`config.mk`:
```
export PLATFORM = sky130hd
export DESIGN_NAME = modified_md5_container_hash_top
export DESIGN_NICKNAME = d
export VERILOG_FILES = /design/src/rtl/core/mmch_pkg.sv /design/src/rtl/core/modified_md5_container_hash_top.sv
export SDC_FILE = /design/constraint.sdc
export NUM_CORES = 2
export LEC_CHECK = 0
export BUFFER_PORTS_ARGS = -buffer_cell sky130_fd_sc_hd__buf_2
export CAP_MARGIN = 0
export CORE_UTILIZATION = 49
export DETAILED_ROUTE_END_ITERATION = 10
export PLACE_DENSITY_LB_ADDON = 0.05
export RECOVER_POWER = 50
export SYNTH_ARGS = -nofsm -noshare
export SYNTH_HDL_FRONTEND = slang
export SYNTH_SLANG_ARGS = --single-unit
```
`constraint.sdc`:
```
create_clock -name aclk -period 40.7 [get_ports aclk]
set_clock_uncertainty 0.05 [all_clocks]
set_input_delay 8.14 -clock aclk [delete_from_list [all_inputs] [get_ports aclk]]
set_output_delay 8.14 -clock aclk [all_outputs]
set_load 0.03 [all_outputs]
```
`src/rtl/core/mmch_pkg.sv`:
```
// Package for the modified MD5 container hash.
// Holds round constants, shift amounts, initial chain values and the sequencer state type.
// No dependencies.
package mmch_pkg;

    typedef enum logic [2:0] {
        ST_IDLE,
        ST_ROUND,
        ST_FOLD,
        ST_OUT
    } state_t;

    typedef enum logic [1:0] {
        BLK_DATA,
        BLK_SHORT,
        BLK_SPLIT1,
        BLK_SPLIT2
    } blk_kind_t;

    localparam logic [31:0] INIT_A = 32'h67452301;
    localparam logic [31:0] INIT_B = 32'hefcdab89;
    localparam logic [31:0] INIT_C = 32'h98badcfe;
    localparam logic [31:0] INIT_D = 32'h10325476;
    localparam logic [7:0]  PAD_BYTE = 8'h80;
    localparam logic [5:0]  SPLIT_POINT = 6'd56;

    function automatic logic [31:0] round_k(input logic [5:0] i);
        logic [31:0] k;
        unique case (i)
            6'd0: k = 32'hd76aa478;  6'd1: k = 32'he8c7b756;
            6'd2: k = 32'h242070db;  6'd3: k = 32'hc1bdceee;
            6'd4: k = 32'hf57c0faf;  6'd5: k = 32'h4787c62a;
            6'd6: k = 32'ha8304613;  6'd7: k = 32'hfd469501;
            6'd8: k = 32'h698098d8;  6'd9: k = 32'h8b44f7af;
            6'd10: k = 32'hffff5bb1; 6'd11: k = 32'h895cd7be;
            6'd12: k = 32'h6b901122; 6'd13: k = 32'hfd987193;
            6'd14: k = 32'ha679438e; 6'd15: k = 32'h49b40821;
            6'd16: k = 32'hf61e2562; 6'd17: k = 32'hc040b340;
            6'd18: k = 32'h265e5a51; 6'd19: k = 32'he9b6c7aa;
            6'd20: k = 32'hd62f105d; 6'd21: k = 32'h02441453;
            6'd22: k = 32'hd8a1e681; 6'd23: k = 32'he7d3fbc8;
            6'd24: k = 32'h21e1cde6; 6'd25: k = 32'hc33707d6;
            6'd26: k = 32'hf4d50d87; 6'd27: k = 32'h455a14ed;
            6'd28: k = 32'ha9e3e905; 6'd29: k = 32'hfcefa3f8;
            6'd30: k = 32'h676f02d9; 6'd31: k = 32'h8d2a4c8a;
            6'd32: k = 32'hfffa3942; 6'd33: k = 32'h8771f681;
            6'd34: k = 32'h6d9d6122; 6'd35: k = 32'hfde5380c;
            6'd36: k = 32'ha4beea44; 6'd37: k = 32'h4bdecfa9;
            6'd38: k = 32'hf6bb4b60; 6'd39: k = 32'hbebfbc70;
            6'd40: k = 32'h289b7ec6; 6'd41: k = 32'heaa127fa;
            6'd42: k = 32'hd4ef3085; 6'd43: k = 32'h04881d05;
            6'd44: k = 32'hd9d4d039; 6'd45: k = 32'he6db99e5;
            6'd46: k = 32'h1fa27cf8; 6'd47: k = 32'hc4ac5665;
            6'd48: k = 32'hf4292244; 6'd49: k = 32'h432aff97;
            6'd50: k = 32'hab9423a7; 6'd51: k = 32'hfc93a039;
            6'd52: k = 32'h655b59c3; 6'd53: k = 32'h8f0ccc92;
            6'd54: k = 32'hffeff47d; 6'd55: k = 32'h85845dd1;
            6'd56: k = 32'h6fa87e4f; 6'd57: k = 32'hfe2ce6e0;
            6'd58: k = 32'ha3014314; 6'd59: k = 32'h4e0811a1;
            6'd60: k = 32'hf7537e82; 6'd61: k = 32'hbd3af235;
            6'd62: k = 32'h2ad7d2bb; 6'd63: k = 32'heb86d391;
            default: k = 32'h0;
        endcase
        return k;
    endfunction

    function automatic logic [4:0] round_s(input logic [3:0] idx);
        logic [4:0] s;
        unique case (idx)
            4'd0: s = 5'd7;   4'd1: s = 5'd12;  4'd2: s = 5'd17;  4'd3: s = 5'd22;
            4'd4: s = 5'd5;   4'd5: s = 5'd9;   4'd6: s = 5'd14;  4'd7: s = 5'd20;
            4'd8: s = 5'd4;   4'd9: s = 5'd11;  4'd10: s = 5'd16; 4'd11: s = 5'd23;
            4'd12: s = 5'd6;  4'd13: s = 5'd10; 4'd14: s = 5'd15; 4'd15: s = 5'd21;
            default: s = 5'd0;
        endcase
        return s;
    endfunction

endpackage

```
`src/rtl/core/modified_md5_container_hash_top.sv`:
```
// Top level of the modified MD5 container hash: byte intake, block buffer, round engine.
// Depends on mmch_pkg.
//
// One byte is taken per cycle while the sequencer is idle, not while a block is being
// compressed or a digest waits to be written out. Each 64th byte and the closing of a
// message start the shared round unit, which performs one MD5 round per cycle: 64
// rounds and then a fold step per block. The last byte is followed by one or two
// blocks and then the output step, after which the digest appears on the m_ channel;
// two blocks when the length modulo 64 is zero or at least 56, else one. The digest
// waits in a register until taken; the next message is taken meanwhile, and only its
// output step waits for that register to drain.
module modified_md5_container_hash_top (
    input  logic        aclk,
    input  logic        aresetn,
    input  logic        s_valid,
    output logic        s_ready,
    input  logic [7:0]  s_data_byte,
    input  logic        s_is_last,
    output logic        m_valid,
    input  logic        m_ready,
    output logic [63:0] m_digest_low,
    output logic [63:0] m_digest_high
);

    mmch_pkg::state_t    state_reg, state_next;
    mmch_pkg::blk_kind_t kind_reg, kind_next;
    logic [31:0] buf_reg [16];
    logic [31:0] count_reg;
    logic [5:0]  rnd_reg;
    logic [31:0] ca_reg, cb_reg, cc_reg, cd_reg;
    logic [31:0] a_reg, b_reg, c_reg, d_reg;
    logic [63:0] dl_reg, dh_reg;
    logic        busy_out_reg;
    logic        last_reg;

    logic        take;
    logic        out_free;
    logic [31:0] count_inc;
    logic [5:0]  r;
    logic [31:0] bits, tag;
    logic [1:0]  stage;
    logic [3:0]  g, g_prev;
    logic [31:0] f, m_word, sum, rot;
    logic [4:0]  sh;

    assign take      = s_valid && s_ready;
    assign out_free  = !busy_out_reg || m_ready;
    assign count_inc = count_reg + 32'd1;
    assign r         = count_reg[5:0];
    assign bits      = {count_reg[28:0], 3'b000};
    assign tag       = {2'b00, bits[31:2]} | 32'd1;
    assign s_ready   = (state_reg == mmch_pkg::ST_IDLE);
    assign m_valid   = busy_out_reg;
    assign m_digest_low  = dl_reg;
    assign m_digest_high = dh_reg;

    // tail bytes below r pass, byte r is the pad, the rest are zero
    function automatic logic [31:0] tail_word(input logic [3:0] w, input logic [31:0] raw,
                                              input logic [5:0] rr);
        logic [31:0] v;
        logic [5:0]  pos;
        v = 32'h0;
        for (int j = 0; j < 4; j++) begin
            pos = {w, 2'(j)};
            if (pos < rr) v[8*j +: 8] = raw[8*j +: 8];
            else if (pos == rr) v[8*j +: 8] = mmch_pkg::PAD_BYTE;
        end
        return v;
    endfunction

    always_comb begin
        stage = rnd_reg[5:4];
        unique case (stage)
            2'd0: begin f = (b_reg & c_reg) | (~b_reg & d_reg); g = rnd_reg[3:0]; end
            2'd1: begin
                f = (d_reg & b_reg) | (~d_reg & c_reg);
                g = 4'(5 * rnd_reg[3:0] + 1);
            end
            2'd2: begin f = b_reg ^ c_reg ^ d_reg; g = 4'(3 * rnd_reg[3:0] + 5); end
            default: begin f = c_reg ^ (b_reg | ~d_reg); g = 4'(7 * rnd_reg[3:0]); end
        endcase
        g_prev = g - 4'd1;
        m_word = 32'h0;
        unique case (kind_reg)
            mmch_pkg::BLK_DATA:   m_word = buf_reg[g];
            mmch_pkg::BLK_SPLIT1: m_word = tail_word(g, buf_reg[g], r);
            mmch_pkg::BLK_SPLIT2: begin
                if (g == 4'd0) m_word = bits;
                else if (g == 4'd15) m_word = tag;
            end
            mmch_pkg::BLK_SHORT: begin
                if (g == 4'd0) m_word = bits;
                else if (g == 4'd15) m_word = tag;
                else m_word = tail_word(g_prev, buf_reg[g_prev], r);
            end
            default: m_word = 32'h0;
        endcase
        sum = f + a_reg + mmch_pkg::round_k(rnd_reg) + m_word;
        sh  = mmch_pkg::round_s({stage, rnd_reg[1:0]});
        rot = (sum << sh) | (sum >> (6'd32 - {1'b0, sh}));
    end

    always_comb begin
        state_next = state_reg;
        kind_next  = kind_reg;
        unique case (state_reg)
            mmch_pkg::ST_IDLE: begin
                if (take) begin
                    if (count_inc[5:0] == 6'd0) begin
                        state_next = mmch_pkg::ST_ROUND;
                        kind_next  = mmch_pkg::BLK_DATA;
                    end else if (s_is_last) begin
                        state_next = mmch_pkg::ST_ROUND;
                        kind_next  = (count_inc[5:0] >= mmch_pkg::SPLIT_POINT)
                                   ? mmch_pkg::BLK_SPLIT1 : mmch_pkg::BLK_SHORT;
                    end
                end
            end
            mmch_pkg::ST_ROUND: if (rnd_reg == 6'd63) state_next = mmch_pkg::ST_FOLD;
            mmch_pkg::ST_FOLD: begin
                priority if (kind_reg == mmch_pkg::BLK_SPLIT1) begin
                    state_next = mmch_pkg::ST_ROUND;
                    kind_next  = mmch_pkg::BLK_SPLIT2;
                end else if (kind_reg == mmch_pkg::BLK_DATA && last_reg) begin
                    state_next = mmch_pkg::ST_ROUND;
                    kind_next  = mmch_pkg::BLK_SHORT;
                end else if (kind_reg == mmch_pkg::BLK_DATA) begin
                    state_next = mmch_pkg::ST_IDLE;
                end else begin
                    state_next = mmch_pkg::ST_OUT;
                end
            end
            mmch_pkg::ST_OUT: if (out_free) state_next = mmch_pkg::ST_IDLE;
            default: state_next = mmch_pkg::ST_IDLE;
        endcase
    end

    always_ff @(posedge aclk) begin
        if (take) buf_reg[count_reg[5:2]][8*count_reg[1:0] +: 8] <= s_data_byte;
        if (!aresetn) begin
            state_reg    <= mmch_pkg::ST_IDLE;
            kind_reg     <= mmch_pkg::BLK_DATA;
            count_reg    <= 32'd0;
            rnd_reg      <= 6'd0;
            last_reg     <= 1'b0;
            busy_out_reg <= 1'b0;
            ca_reg <= mmch_pkg::INIT_A; cb_reg <= mmch_pkg::INIT_B;
            cc_reg <= mmch_pkg::INIT_C; cd_reg <= mmch_pkg::INIT_D;
        end else begin
            state_reg <= state_next;
            kind_reg  <= kind_next;
            if (state_reg == mmch_pkg::ST_OUT && out_free) busy_out_reg <= 1'b1;
            else if (m_ready) busy_out_reg <= 1'b0;
            if (take) begin
                count_reg <= count_inc;
                last_reg  <= s_is_last;
            end
            if (state_next == mmch_pkg::ST_ROUND && state_reg != mmch_pkg::ST_ROUND) begin
                rnd_reg <= 6'd0;
                if (state_reg == mmch_pkg::ST_IDLE) begin
                    a_reg <= ca_reg; b_reg <= cb_reg; c_reg <= cc_reg; d_reg <= cd_reg;
                end else begin
                    a_reg <= ca_reg + a_reg; b_reg <= cb_reg + b_reg;
                    c_reg <= cc_reg + c_reg; d_reg <= cd_reg + d_reg;
                end
            end
            if (state_reg == mmch_pkg::ST_ROUND) begin
                rnd_reg <= rnd_reg + 6'd1;
                a_reg <= d_reg; d_reg <= c_reg; c_reg <= b_reg;
                b_reg <= b_reg + rot;
            end
            if (state_reg == mmch_pkg::ST_FOLD) begin
                ca_reg <= ca_reg + a_reg; cb_reg <= cb_reg + b_reg;
                cc_reg <= cc_reg + c_reg; cd_reg <= cd_reg + d_reg;
            end
            if (state_reg == mmch_pkg::ST_OUT && out_free) begin
                dl_reg <= {cb_reg, ca_reg};
                dh_reg <= {cd_reg, cc_reg};
                count_reg <= 32'd0;
                last_reg  <= 1'b0;
                ca_reg <= mmch_pkg::INIT_A; cb_reg <= mmch_pkg::INIT_B;
                cc_reg <= mmch_pkg::INIT_C; cd_reg <= mmch_pkg::INIT_D;
            end
        end
    end

endmodule

```
# --- Word-level counts from Yosys, hierarchy flattened ---
# Memory sizes are Yosys's and may differ from the RTL's. A register that Yosys moved wholly into a read port is not among the register bits.
# Cells that the tools add are included.
word_totals:
  latchBits: 0
  memories: 3
  regBits: 429
  input_bits: 13
  rom_bits: 2128
  out_inout_bits: 130
  mem_bits_rw: 512
memory_table:
  columns: ["name", "words", "width", "read_ports", "rd_clocked_by_memory_dff", "wr", "line_no", "rtl"]
  rows:
  - ["(name not given)", 64, 32, 1, 1, 0, "mmch_pkg.sv:29", "unique case (i)"]
  - ["buf_reg", 16, 32, 2, 0, 1, "modified_md5_container_hash_top.sv:27", "logic [31:0] buf_reg [16];"]
  - ["(name not given)", 16, 5, 1, 1, 0, "mmch_pkg.sv:69", "unique case (idx)"]
classes:
  n_bitwise: 14
  eq_ne: 23
  reduce_logical: 18
  shifts: 4
  add_sub_neg: 15
  div_mod_pow: 0
  n_lt_le_gt_ge: 9
  mul: 3
  n_mux: 61
op_table:
  columns: ["op", "count"]
  rows:
  - ["32-bit 2-to-1 mux", 16]
  - ["32-bit adder", 8]
  - ["32-bit bitwise AND", 4]
  - ["8-bit 2-to-1 mux", 16]
  - ["32-bit bitwise OR", 4]
  - ["32-bit one-hot mux with 4 select lines", 1]
  - ["32-bit one-hot mux with 3 select lines", 1]
  - ["32-bit bitwise XOR", 3]
  - ["32-bit inverter", 2]
  - ["6-bit == test", 8]
  - ["6-bit less-than comparator", 8]
  - ["5-bit negator with 34-bit output", 1]
  - ["8-bit by 34-bit variable shift with 32-bit output (first input constant)", 1]
  - ["8-bit by 34-bit indexed part select with 32-bit output", 1]
  - ["32-bit by 1-bit adder with 32-bit output (second input constant)", 1]
  - ["32-bit by 5-bit left shift with 32-bit output", 1]
  - ["32-bit by 6-bit >> shifter with 32-bit output", 1]
  - ["30-bit 2-to-1 mux", 1]
  - ["6-bit 2-to-1 mux", 4]
  - ["2-bit 2-to-1 mux", 9]
  - ["3-bit 2-to-1 mux", 5]
  - ["3-bit one-hot mux with 4 select lines", 1]
  - ["4-bit one-hot mux with 3 select lines", 1]
  - ["3-bit by 4-bit multiplier with 4-bit output (first input constant)", 2]
  - ["31 further kinds", 47]

# --- Depth between registers and ports, before layout ---
depth:
  ltp_word: 15
  ltp_mapped: 55
  ltp_nobuf: 51

# --- Least setup slack after synthesis ---
# OpenSTA, ideal clock, no wires.
synth_path:
  path_kind: "input port to flip-flop"
  startpoint: "in aresetn"
  endpoint: "reg dh_reg[0], in the netlist m_digest_high[0] (enable)"
  path_buffers: 2
  path_slack_ns: 22.597
  path_stages: 4
  setup_ns: 0.772
  t_arrival_ns: 17.281
  cell_sequence: "clkbuf_1 > inv_1 > clkbuf_1 > nor3_1"
synth_via:
  elab_chain_len: 1
synth_rtl:
  columns: ["element", "line_no", "rtl"]
  rows:
  - ["start: declaration", "modified_md5_container_hash_top.sv:14", "input logic aresetn,"]
  - ["2-bit AND reduction (no line)", null, null]
  - ["end signal: assignment", "modified_md5_container_hash_top.sv:178", "dh_reg <= {cd_reg, cc_reg};"]
  - ["end: declaration", "modified_md5_container_hash_top.sv:32", "logic [63:0] dl_reg, dh_reg;"]
# No other way between the ends.
# A chain may end at the register's enable or synchronous reset.

# --- Worst setup path in the final report ---
layout_path:
  startpoint: "reg rnd_reg[1]"
  endpoint: "reg b_reg[30], data pin"
layout_via:
  elab_chain_len: 15
layout_rtl:
  columns: ["element", "line_no", "rtl"]
  rows:
  - ["start: declaration", "modified_md5_container_hash_top.sv:29", "logic [5:0] rnd_reg;"]
  - ["start signal: assignment", "modified_md5_container_hash_top.sv:168", "rnd_reg <= rnd_reg + 6'd1;"]
  - ["2-bit by 4-bit multiplier with 4-bit output or 3-bit by 4-bit multiplier with 4-bit output (tied branches)", "modified_md5_container_hash_top.sv:79, modified_md5_container_hash_top.sv:77", null]
  - ["4-bit by 3-bit adder with 4-bit output or 4-bit by 1-bit adder with 4-bit output (tied branches)", "modified_md5_container_hash_top.sv:79, modified_md5_container_hash_top.sv:77", null]
  - ["4-bit one-hot mux with 3 select lines (*)", "modified_md5_container_hash_top.sv:73", "unique case (stage)"]
  - ["parallel branches: the longest is 6 deep, another holds memory 16 x 32 bit", null, null]
  - ["32-bit one-hot mux with 4 select lines (*)", "modified_md5_container_hash_top.sv:84", "unique case (kind_reg)"]
  - ["32-bit adder (*)", "modified_md5_container_hash_top.sv:98", "sum = f + a_reg + mmch_pkg::round_k(rnd_reg) + m_word;"]
  - ["32-bit by 6-bit >> shifter with 32-bit output or 32-bit by 5-bit left shift with 32-bit output (tied branches)", "modified_md5_container_hash_top.sv:100", "rot = (sum << sh) | (sum >> (6'd32 - {1'b0, sh}));"]
  - ["32-bit bitwise OR (*)", "modified_md5_container_hash_top.sv:100", null]
  - ["32-bit adder (*)", "modified_md5_container_hash_top.sv:170", "b_reg <= b_reg + rot;"]
  - ["32-bit 2-to-1 mux (*)", "modified_md5_container_hash_top.sv:167", "if (state_reg == mmch_pkg::ST_ROUND) begin"]
  - ["end signal: assignment", "modified_md5_container_hash_top.sv:161", "a_reg <= ca_reg; b_reg <= cb_reg; c_reg <= cc_reg; d_reg <= cd_reg;"]
  - ["end signal: assignment", "modified_md5_container_hash_top.sv:163", "a_reg <= ca_reg + a_reg; b_reg <= cb_reg + b_reg;"]
  - ["end signal: assignment", "modified_md5_container_hash_top.sv:170", null]
  - ["end: declaration", "modified_md5_container_hash_top.sv:31", "logic [31:0] a_reg, b_reg, c_reg, d_reg;"]
# Mark *: on every way between the ends.

==> metrics.cfg <==
[run_status]
status = complete, but fails checks
violations = max-capacitance violations, max-slew violations

[setup_path]
r2r_cells = 52
critPathTopFamily = compound AO/OA/AOI/OAI gates
crit_path_start = rnd_reg[1]
crit_arrival_ns = 15.54
crit_type = flop to flop
worst_setup_path_end_kind = flop
critPathSlowestCell = a2111oi_0
max_stage_delay_ns = 0.70
cp_num_buf_inv = 8
crit_fanout = 98
r2r_start = rnd_reg[1]
critPathRequiredTime_ns = 41.08
start_kind = flop
ff2ff_setup_slack_ns = 25.53
regToRegEndpoint = b_reg[30]

[job]
drv_cap = 9

[worst_hold_path]
hold_path.class = flop to flop
min_to = last_reg
hold_start = last_reg
hold_path_depth = 2

[placement]
dp_hpwl_um = 156400
port_buffers = 142
gp_congestion = 0.9743
post_dp_cell_area_um2 = 64480

[timing]
worst_pin_slew_ns = 4.003
finalCriticalPeriod_ns = 15.17
clock.fmax_mhz = 65.94
setup_viol = 0
hold_viol = 0
slew_headroom_pct = -166.8
setup_tns_ns = 0
drv_slew = 438
grt_setup_unrepaired = false
finalCritPeriodShare_pct = 37.26

[drt]
routedWlPerCell_um = 28.75
drtPass1Iterations = 6
wl_um = 219600
ant_nets = 0
num_vias = 48990
viasPerCell = 6.413
route.detailed.drc = 0
drtIter0Drc = 5385

[cells_and_area]
final_layout_size_suffix_gt1_share_pct = 11.17
stdcell_area_um2 = 68170
n_fill_cell = 11170
largest_register_ffs = 512
area_growth_pct = 9.476
fin_nets = 6203

[global_routing]
grt_pass1_wl_um = 319600
grt_pass1_vias = 46290
grt_antenna_before_repair = 9
grt_use_met2_pct = 54.66
use_met3_pct = 4.848
grt_start_max_net_pins = 129
use_met1_pct = 45.91
grt-ovfl-total = 0
track_usage_pct = 33.93
top_usage_layer = met2

[synthesis]
yosysSeqAreaShare_pct = 43.69
yosysWarnings = 0
ys_ff_latch = 975
synthCells = 5926
syn-cell-area_um2 = 62270
synth_edf_count = 768
synth_fp_nets = 6238
synth_cell_types = 101
async_flop_share_pct = 0
synth_ff_type = edfxtp_1
syn_avg_cell_area_um2 = 10.51

[floorplanning]
rows = 130
dieArea_um2 = 128500
core_area_um2 = 125900
ios = 143
die_x_um = 358.5
start_util_pct = 49.46
dieHeight_um = 358.5

[clocking]
numCtsBuffers = 108
postCtsHoldBufs = 0
post_cts_resized = 0
clk_latency_ns = 0.79
clock_sinks = 975
clk_path_buf_depth = 3
cts-root-buf = clkbuf_16
postCtsSetupBuffers = 0
htreeDepth = 3
clkSlewWorstSetupHoldPaths_ns = 0.06
cts_tree = built

[pwr]
peakVddDrop_mv = 0.05754
power_density_nw_per_um2 = 38.56
power.leakage_uw = 0.02408

[power breakdown]
| part | total [uW] | switching, uW | leakage (uW) | internal [uW] |
|---|---|---|---|---|
| Sequential | 1080 | 9.62 | 0.00843 | 1070 |
| Combinational | 466 | 289 | 0.0137 | 177 |
| Clock | 1080 | 448 | 0.00190 | 632 |
[kinds of logic (layout without fill, tap and decap cells)]
group                    Yosys count  after routing  share of synthesized area [%]
other                              1              3                       0.006022
buffers and inverters            615            676                          3.794
AO/OA/AOI/OAI                   1596           1596                          16.29
AND/OR/NAND/NOR                 1681           1681                          12.10
adder cells (fa/ha/maj)          299            299                          6.840
XOR/XNOR                         249            249                          3.637
multiplexers                     510            510                          13.64
flip-flops                       975            975                          43.69
[per-layer routing]
layer,vias to the layer above,wire (um)
met2,1940,103200
met1,24420,90990
met5,-,24
met4,4,10530
met3,391,14920
li1,22230,-
[layout by cell type (no fill, tap or decap), types with 37 or more instances in the layout]
cell / n
dfxtp_1: 203
clkbuf_16: 109
nand2_1: 656
nor3b_1: 37
o211ai_1: 105
mux2_2: 56
o21ai_0: 332
xor2_1: 113
xnor2_1: 125
nor3_1: 140
edfxtp_1: 768
nor2b_1: 60
mux2i_1: 188
inv_1: 224
fa_1: 69
nor2_1: 463
and2_1: 40
a31oi_1: 84
a211oi_1: 113
a21o_1: 102
mux4_2: 265
nand3_1: 95
clkbuf_1: 153
buf_4: 79
a221oi_1: 39
ha_1: 230
a21oi_1: 506
[cell usage after synthesis (all sizes together), types with 9 or more instances]
| cell | instances | share of area (%) |
|---|---|---|
| a211o | 11 | 0.15 |
| a211oi | 114 | 1.4 |
| a21o | 102 | 1.2 |
| a21oi | 508 | 4.1 |
| a221o | 12 | 0.19 |
| a221oi | 41 | 0.61 |
| a22oi | 15 | 0.19 |
| a311oi | 14 | 0.20 |
| a31oi | 86 | 0.86 |
| a32oi | 9 | 0.13 |
| a41oi | 10 | 0.16 |
| and2 | 73 | 0.73 |
| and3 | 17 | 0.17 |
| buf | 103 | 0.71 |
| clkbuf | 277 | 1.7 |
| dfxtp | 207 | 6.7 |
| edfxtp | 768 | 37 |
| fa | 69 | 2.2 |
| ha | 230 | 4.6 |
| inv | 232 | 1.4 |
| mux2 | 56 | 1.0 |
| mux2i | 189 | 3.0 |
| mux4 | 265 | 9.6 |
| nand2 | 658 | 4.0 |
| nand2b | 29 | 0.29 |
| nand3 | 95 | 0.76 |
| nand4 | 29 | 0.29 |
| nor2 | 467 | 2.8 |
| nor2b | 60 | 0.60 |
| nor3 | 143 | 1.2 |
| nor3b | 38 | 0.46 |
| o211ai | 105 | 1.3 |
| o21a | 31 | 0.39 |
| o21ai | 338 | 2.7 |
| o21bai | 21 | 0.25 |
| o221ai | 23 | 0.32 |
| o22ai | 25 | 0.26 |
| o311a | 9 | 0.14 |
| o31a | 10 | 0.14 |
| o31ai | 36 | 0.46 |
| or2 | 17 | 0.17 |
| or3 | 24 | 0.24 |
| xnor2 | 131 | 1.9 |
| xor2 | 115 | 1.6 |
[area by class of cell]
type | instances | area [um^2] | share of cell area, %
antenna | 2 | 5.005 | 0.007342
clock buffer | 129 | 2883 | 4.229
clock inverter | 77 | 1040 | 1.525
inverter | 235 | 892.1 | 1.309
multi-input combinational | 4336 | 32820 | 48.15
sequential | 975 | 27220 | 39.93
tap | 1650 | 2064 | 3.028
timing repair buffer | 235 | 1242 | 1.823
[how the worst max path moves through the flow]
stage,slack [ns],end,cells past startpoint
floorplan,22.60,m_digest_high[0],4
global placement,26.13,b_reg[30],52
detailed placement,25.79,b_reg[30],52
CTS,25.68,b_reg[30],52
global route,24.61,b_reg[30],52
finish,25.53,b_reg[30],52
[worst reg2reg max path, delay by kind of cell, from the launching register on]
family,cells,cell delay (ns)
buffers and inverters,8,2.18
AND/OR/NAND/NOR,5,1.09
adder cells (fa/ha/maj),7,2.71
XOR/XNOR,2,0.33
flip-flops,1,0.42
AO/OA/AOI/OAI,29,7.75
multiplexers,1,0.30
[metrics by stage]
stage,hold WS (ns),util [%],total power (uW),std cells,setup WS [ns]
2_1_floorplan,0.3947,-,1434,5926,22.60
3_3_place_gp,0.4139,51.22,1563,7431,26.13
3_5_place_dp,0.4183,51.22,1563,7431,25.79
4_1_cts,0.4270,54.33,2637,7637,25.68
5_1_grt,0.4353,54.15,2717,7638,24.61
6_report,0.4354,54.15,2629,7639,25.53
(Power assumes the default switching activity.)
